$ cat config.mk
export PLATFORM = sky130hd
export DESIGN_NAME = ansi_sgr_text_styler
export DESIGN_NICKNAME = d
export VERILOG_FILES = /design/src/sv/asts_pkg.sv /design/src/sv/asts_ctrl.sv /design/src/sv/asts_dp.sv /design/src/sv/ansi_sgr_text_styler.sv
export SDC_FILE = /design/constraint.sdc
export NUM_CORES = 1
export LEC_CHECK = 0
export BUFFER_PORTS_ARGS = -buffer_cell sky130_fd_sc_hd__buf_2
export CORE_MARGIN = 2
export CORE_UTILIZATION = 45
export CTS_CLUSTER_DIAMETER = 50
export DETAILED_ROUTE_END_ITERATION = 10
export PLACE_DENSITY = 0.58
export SLEW_MARGIN = 15
export SYNTH_ARGS = -nofsm -noshare
export SYNTH_HDL_FRONTEND = slang
export SYNTH_SLANG_ARGS = --single-unit
$ cat constraint.sdc
create_clock -name clk -period 10.75 [get_ports clk]
set_clock_uncertainty 0.15 [all_clocks]
set_input_delay 2.15 -clock clk [delete_from_list [all_inputs] [get_ports clk]]
set_output_delay 2.15 -clock clk [all_outputs]
set_load 0.01 [all_outputs]
$ cat src/sv/asts_pkg.sv
// Package for the ANSI SGR text styler: byte codes, phase and style types,
// command and status bundles, and the style helper functions.
// No dependencies; every other file of the block imports it.
package asts_pkg;

  // Byte codes that the escape sequence parser recognises.
  localparam logic [7:0] ESC_BYTE    = 8'h1b;
  localparam logic [7:0] CH_LBRACKET = 8'h5b;
  localparam logic [7:0] CH_M        = 8'h6d;
  localparam logic [7:0] CH_SEMI     = 8'h3b;
  localparam logic [7:0] CH_ZERO     = 8'h30;
  localparam logic [7:0] CH_NINE     = 8'h39;

  // SGR parameter codes.
  localparam logic [6:0] SGR_RESET      = 7'd0;
  localparam logic [6:0] SGR_BOLD       = 7'd1;
  localparam logic [6:0] SGR_BOLD_OFF   = 7'd22;
  localparam logic [6:0] SGR_FG_DEFAULT = 7'd39;
  localparam logic [6:0] SGR_FG_LO      = 7'd30;
  localparam logic [6:0] SGR_FG_HI      = 7'd37;
  localparam logic [6:0] SGR_BRIGHT_LO  = 7'd90;
  localparam logic [6:0] SGR_BRIGHT_HI  = 7'd97;
  localparam logic [6:0] PARAM_SAT      = 7'd127;

  // Colour codes held in the style registers (0 is the default colour).
  localparam logic [3:0] COL_RED     = 4'd2;
  localparam logic [3:0] COL_GREEN   = 4'd3;
  localparam logic [3:0] COL_YELLOW  = 4'd4;
  localparam logic [3:0] COL_BLUE    = 4'd5;
  localparam logic [3:0] COL_MAGENTA = 4'd6;
  localparam logic [3:0] COL_CYAN    = 4'd7;
  localparam logic [3:0] COL_WHITE   = 4'd8;

  // Output style codes.
  localparam logic [3:0] STY_RED     = 4'd2;
  localparam logic [3:0] STY_GREEN   = 4'd4;
  localparam logic [3:0] STY_YELLOW  = 4'd6;
  localparam logic [3:0] STY_BLUE    = 4'd8;
  localparam logic [3:0] STY_MAGENTA = 4'd10;
  localparam logic [3:0] STY_CYAN    = 4'd11;
  localparam logic [3:0] STY_WHITE   = 4'd12;

  // Parser phase.
  typedef enum logic [1:0] {
    PH_TEXT  = 2'd0,
    PH_ESC   = 2'd1,
    PH_PARAM = 2'd2
  } phase_t;

  // Bold flag and colour code together.
  typedef struct packed {
    logic       bold;
    logic [3:0] color;
  } sgr_attr_t;

  // Commands from the controller to the datapath.
  typedef struct packed {
    logic step;      // handle the accepted byte normally
    logic capture;   // hold the accepted byte that broke a sequence
    logic rd;        // read the next held sequence byte
    logic emit_raw;  // present the byte just read as a result
    logic afresh;    // handle the held byte as plain text
  } asts_cmd_t;

  // Status from the datapath to the controller.
  typedef struct packed {
    logic brk;       // the byte on the input breaks the open sequence
    logic out_free;  // the output register can take a result this cycle
    logic last_raw;  // the read pointer is on the final held byte
    logic held_esc;  // the held byte is ESC
  } asts_stat_t;

  // Apply one SGR code to the style being built.
  function automatic sgr_attr_t sgr_apply(logic [6:0] code, sgr_attr_t cur);
    sgr_attr_t r;
    r = cur;
    if (code == SGR_RESET) begin
      r.bold  = 1'b0;
      r.color = 4'd0;
    end else if (code == SGR_BOLD) begin
      r.bold = 1'b1;
    end else if (code == SGR_BOLD_OFF) begin
      r.bold = 1'b0;
    end else if (code == SGR_FG_DEFAULT) begin
      r.color = 4'd0;
    end else if (code inside {[SGR_FG_LO:SGR_FG_HI]}) begin
      r.color = 4'(code - 7'd29);
    end else if (code inside {[SGR_BRIGHT_LO:SGR_BRIGHT_HI]}) begin
      r.color = 4'(code - 7'd89);
    end
    return r;
  endfunction

  // Map bold and colour to the display style code (bold is ignored for magenta and cyan).
  function automatic logic [3:0] style_of(sgr_attr_t a);
    logic [3:0] b;
    logic [3:0] s;
    b = {3'd0, a.bold};
    case (a.color)
      COL_RED:     s = STY_RED + b;
      COL_GREEN:   s = STY_GREEN + b;
      COL_YELLOW:  s = STY_YELLOW + b;
      COL_BLUE:    s = STY_BLUE + b;
      COL_MAGENTA: s = STY_MAGENTA;
      COL_CYAN:    s = STY_CYAN;
      COL_WHITE:   s = STY_WHITE + b;
      default:     s = b;
    endcase
    return s;
  endfunction

endpackage

$ cat src/sv/asts_ctrl.sv
// Controller of the ANSI SGR text styler: sequences acceptance, replay of
// broken sequences and the fresh handling of the byte that broke them.
// Depends on asts_pkg.
module asts_ctrl (
  input  logic                 clk,
  input  logic                 rst,
  input  logic                 in_valid,
  output logic                 in_ready,
  input  asts_pkg::asts_stat_t stat,
  output asts_pkg::asts_cmd_t  cmd
);
  import asts_pkg::*;

  typedef enum logic [3:0] {
    S_IDLE   = 4'b0001,
    S_READ   = 4'b0010,
    S_EMIT   = 4'b0100,
    S_AFRESH = 4'b1000
  } state_t;

  state_t state;
  state_t state_next;
  logic   in_fire;

  // Input is taken only when a possible result has somewhere to go.
  assign in_ready = (state == S_IDLE) && stat.out_free;
  assign in_fire  = in_valid && in_ready;

  // Next state and command decode.
  always_comb begin
    state_next   = state;
    cmd          = '0;
    case (state)
      S_IDLE: begin
        if (in_fire) begin
          if (stat.brk) begin
            cmd.capture = 1'b1;
            state_next  = S_READ;
          end else begin
            cmd.step = 1'b1;
          end
        end
      end
      S_READ: begin
        cmd.rd     = 1'b1;
        state_next = S_EMIT;
      end
      S_EMIT: begin
        if (stat.out_free) begin
          cmd.emit_raw = 1'b1;
          state_next   = stat.last_raw ? S_AFRESH : S_READ;
        end
      end
      S_AFRESH: begin
        if (stat.held_esc || stat.out_free) begin
          cmd.afresh = 1'b1;
          state_next = S_IDLE;
        end
      end
      default: begin
        state_next = S_IDLE;
      end
    endcase
  end

  // State register.
  always_ff @(posedge clk) begin
    if (rst) begin
      state <= S_IDLE;
    end else begin
      state <= state_next;
    end
  end

endmodule

$ cat src/sv/asts_dp.sv
// Datapath of the ANSI SGR text styler: style and parameter registers,
// the raw sequence store and the output register.
// Depends on asts_pkg; driven by asts_ctrl through the command bundle.
module asts_dp #(
  parameter int MAX_SEQ_BYTES = 32,
  parameter int MAX_PARAMS    = 8
) (
  input  logic                 clk,
  input  logic                 rst,
  input  logic [7:0]           in_byte,
  input  asts_pkg::asts_cmd_t  cmd,
  output asts_pkg::asts_stat_t stat,
  output logic                 out_valid,
  input  logic                 out_ready,
  output logic [7:0]           text_byte,
  output logic [3:0]           style,
  output logic                 last_of_run
);
  import asts_pkg::*;

  localparam int LEN_W  = $clog2(MAX_SEQ_BYTES + 1);
  localparam int IDX_W  = $clog2(MAX_SEQ_BYTES);
  localparam int PCNT_W = $clog2(MAX_PARAMS + 1);

  // Parser and style state.
  phase_t              phase;
  sgr_attr_t           committed;
  sgr_attr_t           shadow;
  logic [6:0]          param_value;
  logic                digit_seen;
  logic [PCNT_W-1:0]   param_count;
  logic [LEN_W-1:0]    raw_length;

  // Replay state.
  logic [7:0]          held_byte;
  logic [IDX_W-1:0]    rd_idx;
  logic [7:0]          rd_data;

  // Sequence store.
  logic [7:0]          raw_mem [MAX_SEQ_BYTES];
  logic                mem_we;
  logic [IDX_W-1:0]    mem_waddr;
  logic [7:0]          mem_wdata;

  // Byte classification.
  logic                is_digit;
  logic                is_semi;
  logic                room;
  logic                take_param;
  logic [7:0]          digit_sub;
  logic [10:0]         acc;
  logic [6:0]          acc_sat;
  sgr_attr_t           applied;
  logic                out_load;
  logic [7:0]          out_byte_next;
  logic                out_last_next;

  assign is_digit   = (in_byte >= CH_ZERO) && (in_byte <= CH_NINE);
  assign is_semi    = (in_byte == CH_SEMI);
  assign room       = (param_count < PCNT_W'(MAX_PARAMS)) &&
                      (raw_length < LEN_W'(MAX_SEQ_BYTES));
  assign take_param = room && (is_digit || is_semi);

  // Decimal accumulation with saturation.
  assign digit_sub = in_byte - CH_ZERO;
  assign acc       = 11'(param_value) * 11'd10 + 11'(digit_sub[3:0]);
  assign acc_sat   = (acc > 11'(PARAM_SAT)) ? PARAM_SAT : acc[6:0];

  // The pending parameter applied to the style being built.
  assign applied = sgr_apply(digit_seen ? param_value : SGR_RESET, shadow);

  // Status to the controller.
  always_comb begin
    stat          = '0;
    stat.out_free = !out_valid || out_ready;
    stat.held_esc = (held_byte == ESC_BYTE);
    stat.last_raw = ((LEN_W'(rd_idx) + LEN_W'(1)) == raw_length);
    case (phase)
      PH_ESC:   stat.brk = (in_byte != CH_LBRACKET);
      PH_PARAM: stat.brk = (in_byte != CH_M) && !take_param;
      default:  stat.brk = 1'b0;
    endcase
  end

  // Store write port: the opening ESC goes to the first entry, later
  // sequence bytes go after those already held.
  always_comb begin
    mem_we    = 1'b0;
    mem_waddr = '0;
    mem_wdata = in_byte;
    if (cmd.step) begin
      case (phase)
        PH_TEXT:  mem_we = (in_byte == ESC_BYTE);
        PH_ESC:   mem_we = 1'b1;
        PH_PARAM: mem_we = (in_byte != CH_M);
        default:  mem_we = 1'b0;
      endcase
      if (phase != PH_TEXT) begin
        mem_waddr = raw_length[IDX_W-1:0];
      end
    end else if (cmd.afresh) begin
      mem_we    = stat.held_esc;
      mem_wdata = held_byte;
    end
  end

  // Memory with registered read.
  always_ff @(posedge clk) begin
    if (mem_we) begin
      raw_mem[mem_waddr] <= mem_wdata;
    end
    if (cmd.rd) begin
      rd_data <= raw_mem[rd_idx];
    end
  end

  // Result selection.
  always_comb begin
    out_load      = 1'b0;
    out_byte_next = in_byte;
    out_last_next = 1'b1;
    if (cmd.step && (phase == PH_TEXT) && (in_byte != ESC_BYTE)) begin
      out_load = 1'b1;
    end else if (cmd.emit_raw) begin
      out_load      = 1'b1;
      out_byte_next = rd_data;
      out_last_next = stat.last_raw && stat.held_esc;
    end else if (cmd.afresh && !stat.held_esc) begin
      out_load      = 1'b1;
      out_byte_next = held_byte;
    end
  end

  // Output register.
  always_ff @(posedge clk) begin
    if (rst) begin
      out_valid <= 1'b0;
    end else if (out_load) begin
      out_valid <= 1'b1;
    end else if (out_ready) begin
      out_valid <= 1'b0;
    end
    if (out_load) begin
      text_byte   <= out_byte_next;
      style       <= style_of(committed);
      last_of_run <= out_last_next;
    end
  end

  // Replay pointer and held byte.
  always_ff @(posedge clk) begin
    if (cmd.capture) begin
      held_byte <= in_byte;
      rd_idx    <= '0;
    end else if (cmd.emit_raw) begin
      rd_idx <= rd_idx + IDX_W'(1);
    end
  end

  // Parser and style registers.
  always_ff @(posedge clk) begin
    if (rst) begin
      phase       <= PH_TEXT;
      committed   <= '0;
      shadow      <= '0;
      param_value <= '0;
      digit_seen  <= 1'b0;
      param_count <= '0;
      raw_length  <= '0;
    end else if (cmd.step) begin
      case (phase)
        PH_TEXT: begin
          if (in_byte == ESC_BYTE) begin
            raw_length <= LEN_W'(1);
            phase      <= PH_ESC;
          end
        end
        PH_ESC: begin
          raw_length  <= LEN_W'(2);
          phase       <= PH_PARAM;
          shadow      <= committed;
          param_value <= '0;
          digit_seen  <= 1'b0;
          param_count <= '0;
        end
        PH_PARAM: begin
          if (in_byte == CH_M) begin
            // Terminator: the pending parameter counts if it has digits or
            // is the only one.
            if (digit_seen || (param_count == '0)) begin
              committed <= applied;
              shadow    <= applied;
            end else begin
              committed <= shadow;
            end
            raw_length <= '0;
            phase      <= PH_TEXT;
          end else begin
            if (is_digit) begin
              param_value <= acc_sat;
              digit_seen  <= 1'b1;
            end else begin
              shadow      <= applied;
              param_count <= param_count + PCNT_W'(1);
              param_value <= '0;
              digit_seen  <= 1'b0;
            end
            raw_length <= raw_length + LEN_W'(1);
          end
        end
        default: begin
          phase <= PH_TEXT;
        end
      endcase
    end else if (cmd.afresh) begin
      // Replay is over; the held byte starts from plain text.
      if (stat.held_esc) begin
        raw_length <= LEN_W'(1);
        phase      <= PH_ESC;
      end else begin
        raw_length <= '0;
        phase      <= PH_TEXT;
      end
    end
  end

endmodule

$ cat src/sv/ansi_sgr_text_styler.sv
// ANSI SGR text styler, top level. The result of an accepted plain byte appears
// in the output register on the next cycle; sequence bytes give no result. A
// broken sequence is replayed through the store's one registered read port:
// each held byte is read, then emitted once the output register is free.
// Reset (synchronous, active high) clears style, parser and output valid;
// the sequence store is not cleared.
module ansi_sgr_text_styler #(
  parameter int MAX_SEQ_BYTES = 32,
  parameter int MAX_PARAMS    = 8
) (
  input  logic       clk,
  input  logic       rst,
  input  logic       in_valid,
  output logic       in_ready,
  input  logic [7:0] in_byte,
  output logic       out_valid,
  input  logic       out_ready,
  output logic [7:0] text_byte,
  output logic [3:0] style,
  output logic       last_of_run
);
  import asts_pkg::*;

  asts_cmd_t  cmd;
  asts_stat_t stat;

  // Controller.
  asts_ctrl u_ctrl (
    .clk      (clk),
    .rst      (rst),
    .in_valid (in_valid),
    .in_ready (in_ready),
    .stat     (stat),
    .cmd      (cmd)
  );

  // Datapath.
  asts_dp #(
    .MAX_SEQ_BYTES (MAX_SEQ_BYTES),
    .MAX_PARAMS    (MAX_PARAMS)
  ) u_dp (
    .clk         (clk),
    .rst         (rst),
    .in_byte     (in_byte),
    .cmd         (cmd),
    .stat        (stat),
    .out_valid   (out_valid),
    .out_ready   (out_ready),
    .text_byte   (text_byte),
    .style       (style),
    .last_of_run (last_of_run)
  );

  // A transaction that breaks a sequence stalls the input for the replay.
  a_break_stalls: assert property (@(posedge clk) disable iff (rst)
    (in_valid && in_ready && stat.brk) |=> !in_ready)
    else $error("input accepted during replay");

  // A replayed byte is only presented when the output register can take it.
  a_emit_has_room: assert property (@(posedge clk) disable iff (rst)
    cmd.emit_raw |-> stat.out_free)
    else $error("replayed byte would overwrite a pending result");

  // A replayed byte before a plain breaking byte never closes the run.
  a_replay_not_last: assert property (@(posedge clk) disable iff (rst)
    (cmd.emit_raw && !stat.held_esc) |=> (out_valid && !last_of_run))
    else $error("replayed byte marked as final result");

endmodule
==> results.ini <==
[setup_path]
worst_setup_path_start_kind = input port
timing.rr.start = u_dp.phase[0]
worst-r2r-setup-slack_ns = 6.82
crit_arrival_ns = 5.24
critPathKind = input port to flop
endpoint_kind = flop
worst-path-max-fanout = 11
reg2regPathDepth = 7
regToRegEndpoint = u_dp.raw_mem[5][1]
required_ns = 10.75

[detailed_routing]
drt_first_pass_iters = 5
wl_per_cell_um = 25.1
wl_met3_mm = 2.68
maxUsedRoutingLayer = met4
wl_met2_mm = 15.7
detail_route.vias_per_cell = 6.09
wl_met1_mm = 15.5
ant_nets = 0
routed_wl_mm = 34.7
vias = 8419
drt_iter0_drc = 952
route.detailed.drc = 0

[worst_hold_path]
min_path_type = flop to flop
hold_depth = 2
hp-start = u_dp.shadow[4]
hold_path_end = u_dp.shadow[4]

[sta]
setup_ws_ns = 5.51
max_freq_ghz = 0.191
rsz0062_at_grt = false
final.setup.tns_ns = 0
finalCritPeriodShare_pct = 48.8
setup_viol = 0
finalHoldViolCount = 0
period_minus_slack_ns = 5.24
worstMarginPinSlew_ns = 1.12
drv_slew = 0
max_slew_margin_pct = 25.3

[placement]
hpwl_mm = 22.7
place_area_um2 = 15100
io_buffers = 26
pre_cts_ws_ns = 5.00
gp_congestion = 0.855

[grt]
grt_pass1_wl_mm = 52.2
grt_max_degree = 60
grtUsageTotal_pct = 21.0
overflow = 0
antenna_found_initial = 0
grt_pass1_vias = 8244

[clocking]
insertion_delay_ns = 0.53
cts_buffers = 37
cts_setup_buffers = 0
clock-sinks = 325
cts_tree = built
ctsHtreeMaxLevel = 2
clk_pin_slew_worst_paths_ns = 0.06
cts_resized = 0
clockBufferDepth = 3
postCtsHoldBufs = 0
cts_root_buf = clkbuf_16

[synthesis]
synth_fa_ha_area_share_pct = 2.53
ys.flop_type = edfxtp_1
syn_nets = 952
synth_xor_area_share_pct = 1.09
synth-edff-count = 285
seq_area_frac_synth_pct = 64.7
synth.area.top_cells = edfxtp_1 59%, mux4_2 12%, dfxtp_1 5.5%
synth_compound_area_share_pct = 7.12
async_reset_ff_share_pct = 0
avgSynthCellArea_um2 = 15.8
synth_top_family_by_area = multiplexers
synthDominantCellAreaShare_pct = 59.2
ys_top_cells_by_count = 285 x edfxtp_1, 80 x mux4_2, 71 x nor2_1
synth_area_um2 = 14500
synth_cell_types = 84
yosysWarnings = 0
synth-simple-area-share_pct = 9.21
ys_seq_elements = 325
synth_area_leader_cell = edfxtp_1
yosysMostFrequentCell = edfxtp_1
syn_inst = 912
synth_mux_area_share_pct = 13.5

[die]
fp-row-count = 65
start_util_pct = 45.8
core_area_um2 = 31600
dieHeight_um = 183
die_area_um2 = 33600
pin_count = 27
die_x_um = 183

[final_layout]
nets = 992
final_area_um2 = 16300
postLayoutCoreUtil_pct = 51.6
antenna_cells = 0
syn_to_final_growth_pct = 12.6
drive_gt1_share_pct = 23.2

[power_and_ir_drop]
leakagePower_nw = 5.23
vdd_drop_max_mv = 0.124
pwr_density_cell_nw_per_um2 = 163

[flow_run]
cap_violations = 0

[outcome]
status = finished clean

-- cell usage in the layout (no fill, tap or decap), types with 4 or more instances in the layout --
| cell | netlist | layout |
|---|---|---|
| edfxtp_1 | 285 | 285 |
| mux4_2 | 80 | 80 |
| nor2_1 | 71 | 71 |
| nand2_1 | 53 | 53 |
| dfxtp_1 | 40 | 38 |
| clkbuf_16 | 0 | 37 |
| a21oi_1 | 31 | 31 |
| ha_1 | 26 | 26 |
| buf_2 | 10 | 26 |
| inv_1 | 20 | 20 |
| nand3_1 | 18 | 18 |
| buf_4 | 1 | 17 |
| nor2b_1 | 14 | 14 |
| nand4_1 | 14 | 14 |
| o21ai_0 | 15 | 14 |
| nor3_1 | 13 | 13 |
| o22ai_1 | 11 | 11 |
| xnor2_1 | 11 | 11 |
| mux2_2 | 9 | 9 |
| a21o_1 | 9 | 9 |
| nor4_1 | 13 | 9 |
| a31oi_1 | 9 | 9 |
| clkinv_2 | 0 | 9 |
| nand2b_1 | 7 | 7 |
| xor2_1 | 7 | 7 |
| clkinv_1 | 1 | 7 |
| o31ai_1 | 6 | 6 |
| a221o_1 | 6 | 6 |
| o211ai_1 | 6 | 6 |
| a211oi_1 | 6 | 6 |
| mux2i_1 | 5 | 5 |
| nor4b_1 | 5 | 4 |
| or2_2 | 4 | 4 |
| nor4_2 | 0 | 4 |
| nand3b_1 | 4 | 4 |
| clkinv_4 | 0 | 4 |
-- per-layer routing --
layer  vias to the layer above  GRT usage [%]
met2                       342           32.0
met5                         -              0
met3                        62           4.94
li1                       3754              -
met4                         0           5.18
met1                      4261           30.5
-- cell type report --
| cell class | count | area [um2] |
|---|---|---|
| multi-input cells | 524 | 4870 |
| inverters | 21 | 78.8 |
| repair buffers | 43 | 258 |
| fillers | 2610 | 15300 |
| well taps | 402 | 503 |
| flip-flops and latches | 325 | 9360 |
| clock buffers | 40 | 937 |
| clock inverters | 28 | 259 |
-- through the flow --
stage          cells  hold slack, ns  power [mW]
2_1_floorplan    912           0.311        1.43
3_5_place_dp    1315           0.336        1.45
6_report        1383           0.347        2.65
4_1_cts         1383           0.345        2.67
5_1_grt         1383           0.366        2.72
3_3_place_gp    1315           0.327        1.45
-- report_power, final --
part / switching, mW / leakage (nW) / internal [mW] / total, mW
logic: 0.0402 / 1.75 / 0.0113 / 0.0515
clock network: 0.510 / 0.590 / 0.713 / 1.22
registers: 0.00114 / 2.89 / 1.37 / 1.37
total: 0.551 / 5.23 / 2.10 / 2.65
-- cells by family (layout without fill, tap and decap cells) --
family          after synthesis  after routing
xor+xnor                     18             18
buf+inv                      63            132
mux                          94             94
flops                       325            325
simple gates                244            244
fa+ha+maj                    28             28
compound gates              140            140
-- how the worst max path moves through the flow --
stage                           from                   to  slack (ns)  depth (start not counted)
after floorplan           in_byte[1]  u_dp.raw_mem[16][0]        5.87                          7
after global placement    in_byte[7]   u_dp.raw_mem[5][1]        5.14                          7
after detailed placement  in_byte[4]  u_dp.raw_mem[10][0]        5.00                          7
after CTS                 in_byte[4]  u_dp.raw_mem[10][6]        5.51                          7
after global routing      in_byte[2]   u_dp.raw_mem[5][3]        5.20                          7
final                     in_byte[4]  u_dp.raw_mem[14][0]        5.51                          7
-- registers in the layout (all words and copies together) (netlist names) --
signal / flops
u_dp.text_byte: 8
u_dp.held_byte: 8
u_dp.out_valid: 1
u_dp.last_of_run: 1
u_dp.param_value: 7
u_dp.shadow: 5
u_dp.param_count: 4
u_dp.phase: 2
u_dp.committed: 5
u_ctrl.state: 4
u_dp.rd_idx: 5
u_dp.raw_mem: 256
u_dp.raw_length: 6
u_dp.rd_data: 8
u_dp.style: 4
u_dp.digit_seen: 1
-- worst max-delay path: stages --
cell      delay, ns
buf_2          0.15
nand4b_1       0.31
o31ai_4        0.50
a211o_1        0.25
and2_1         0.54
nand4b_4       0.37
nor3_1         0.96
(Power assumes the default switching activity.)
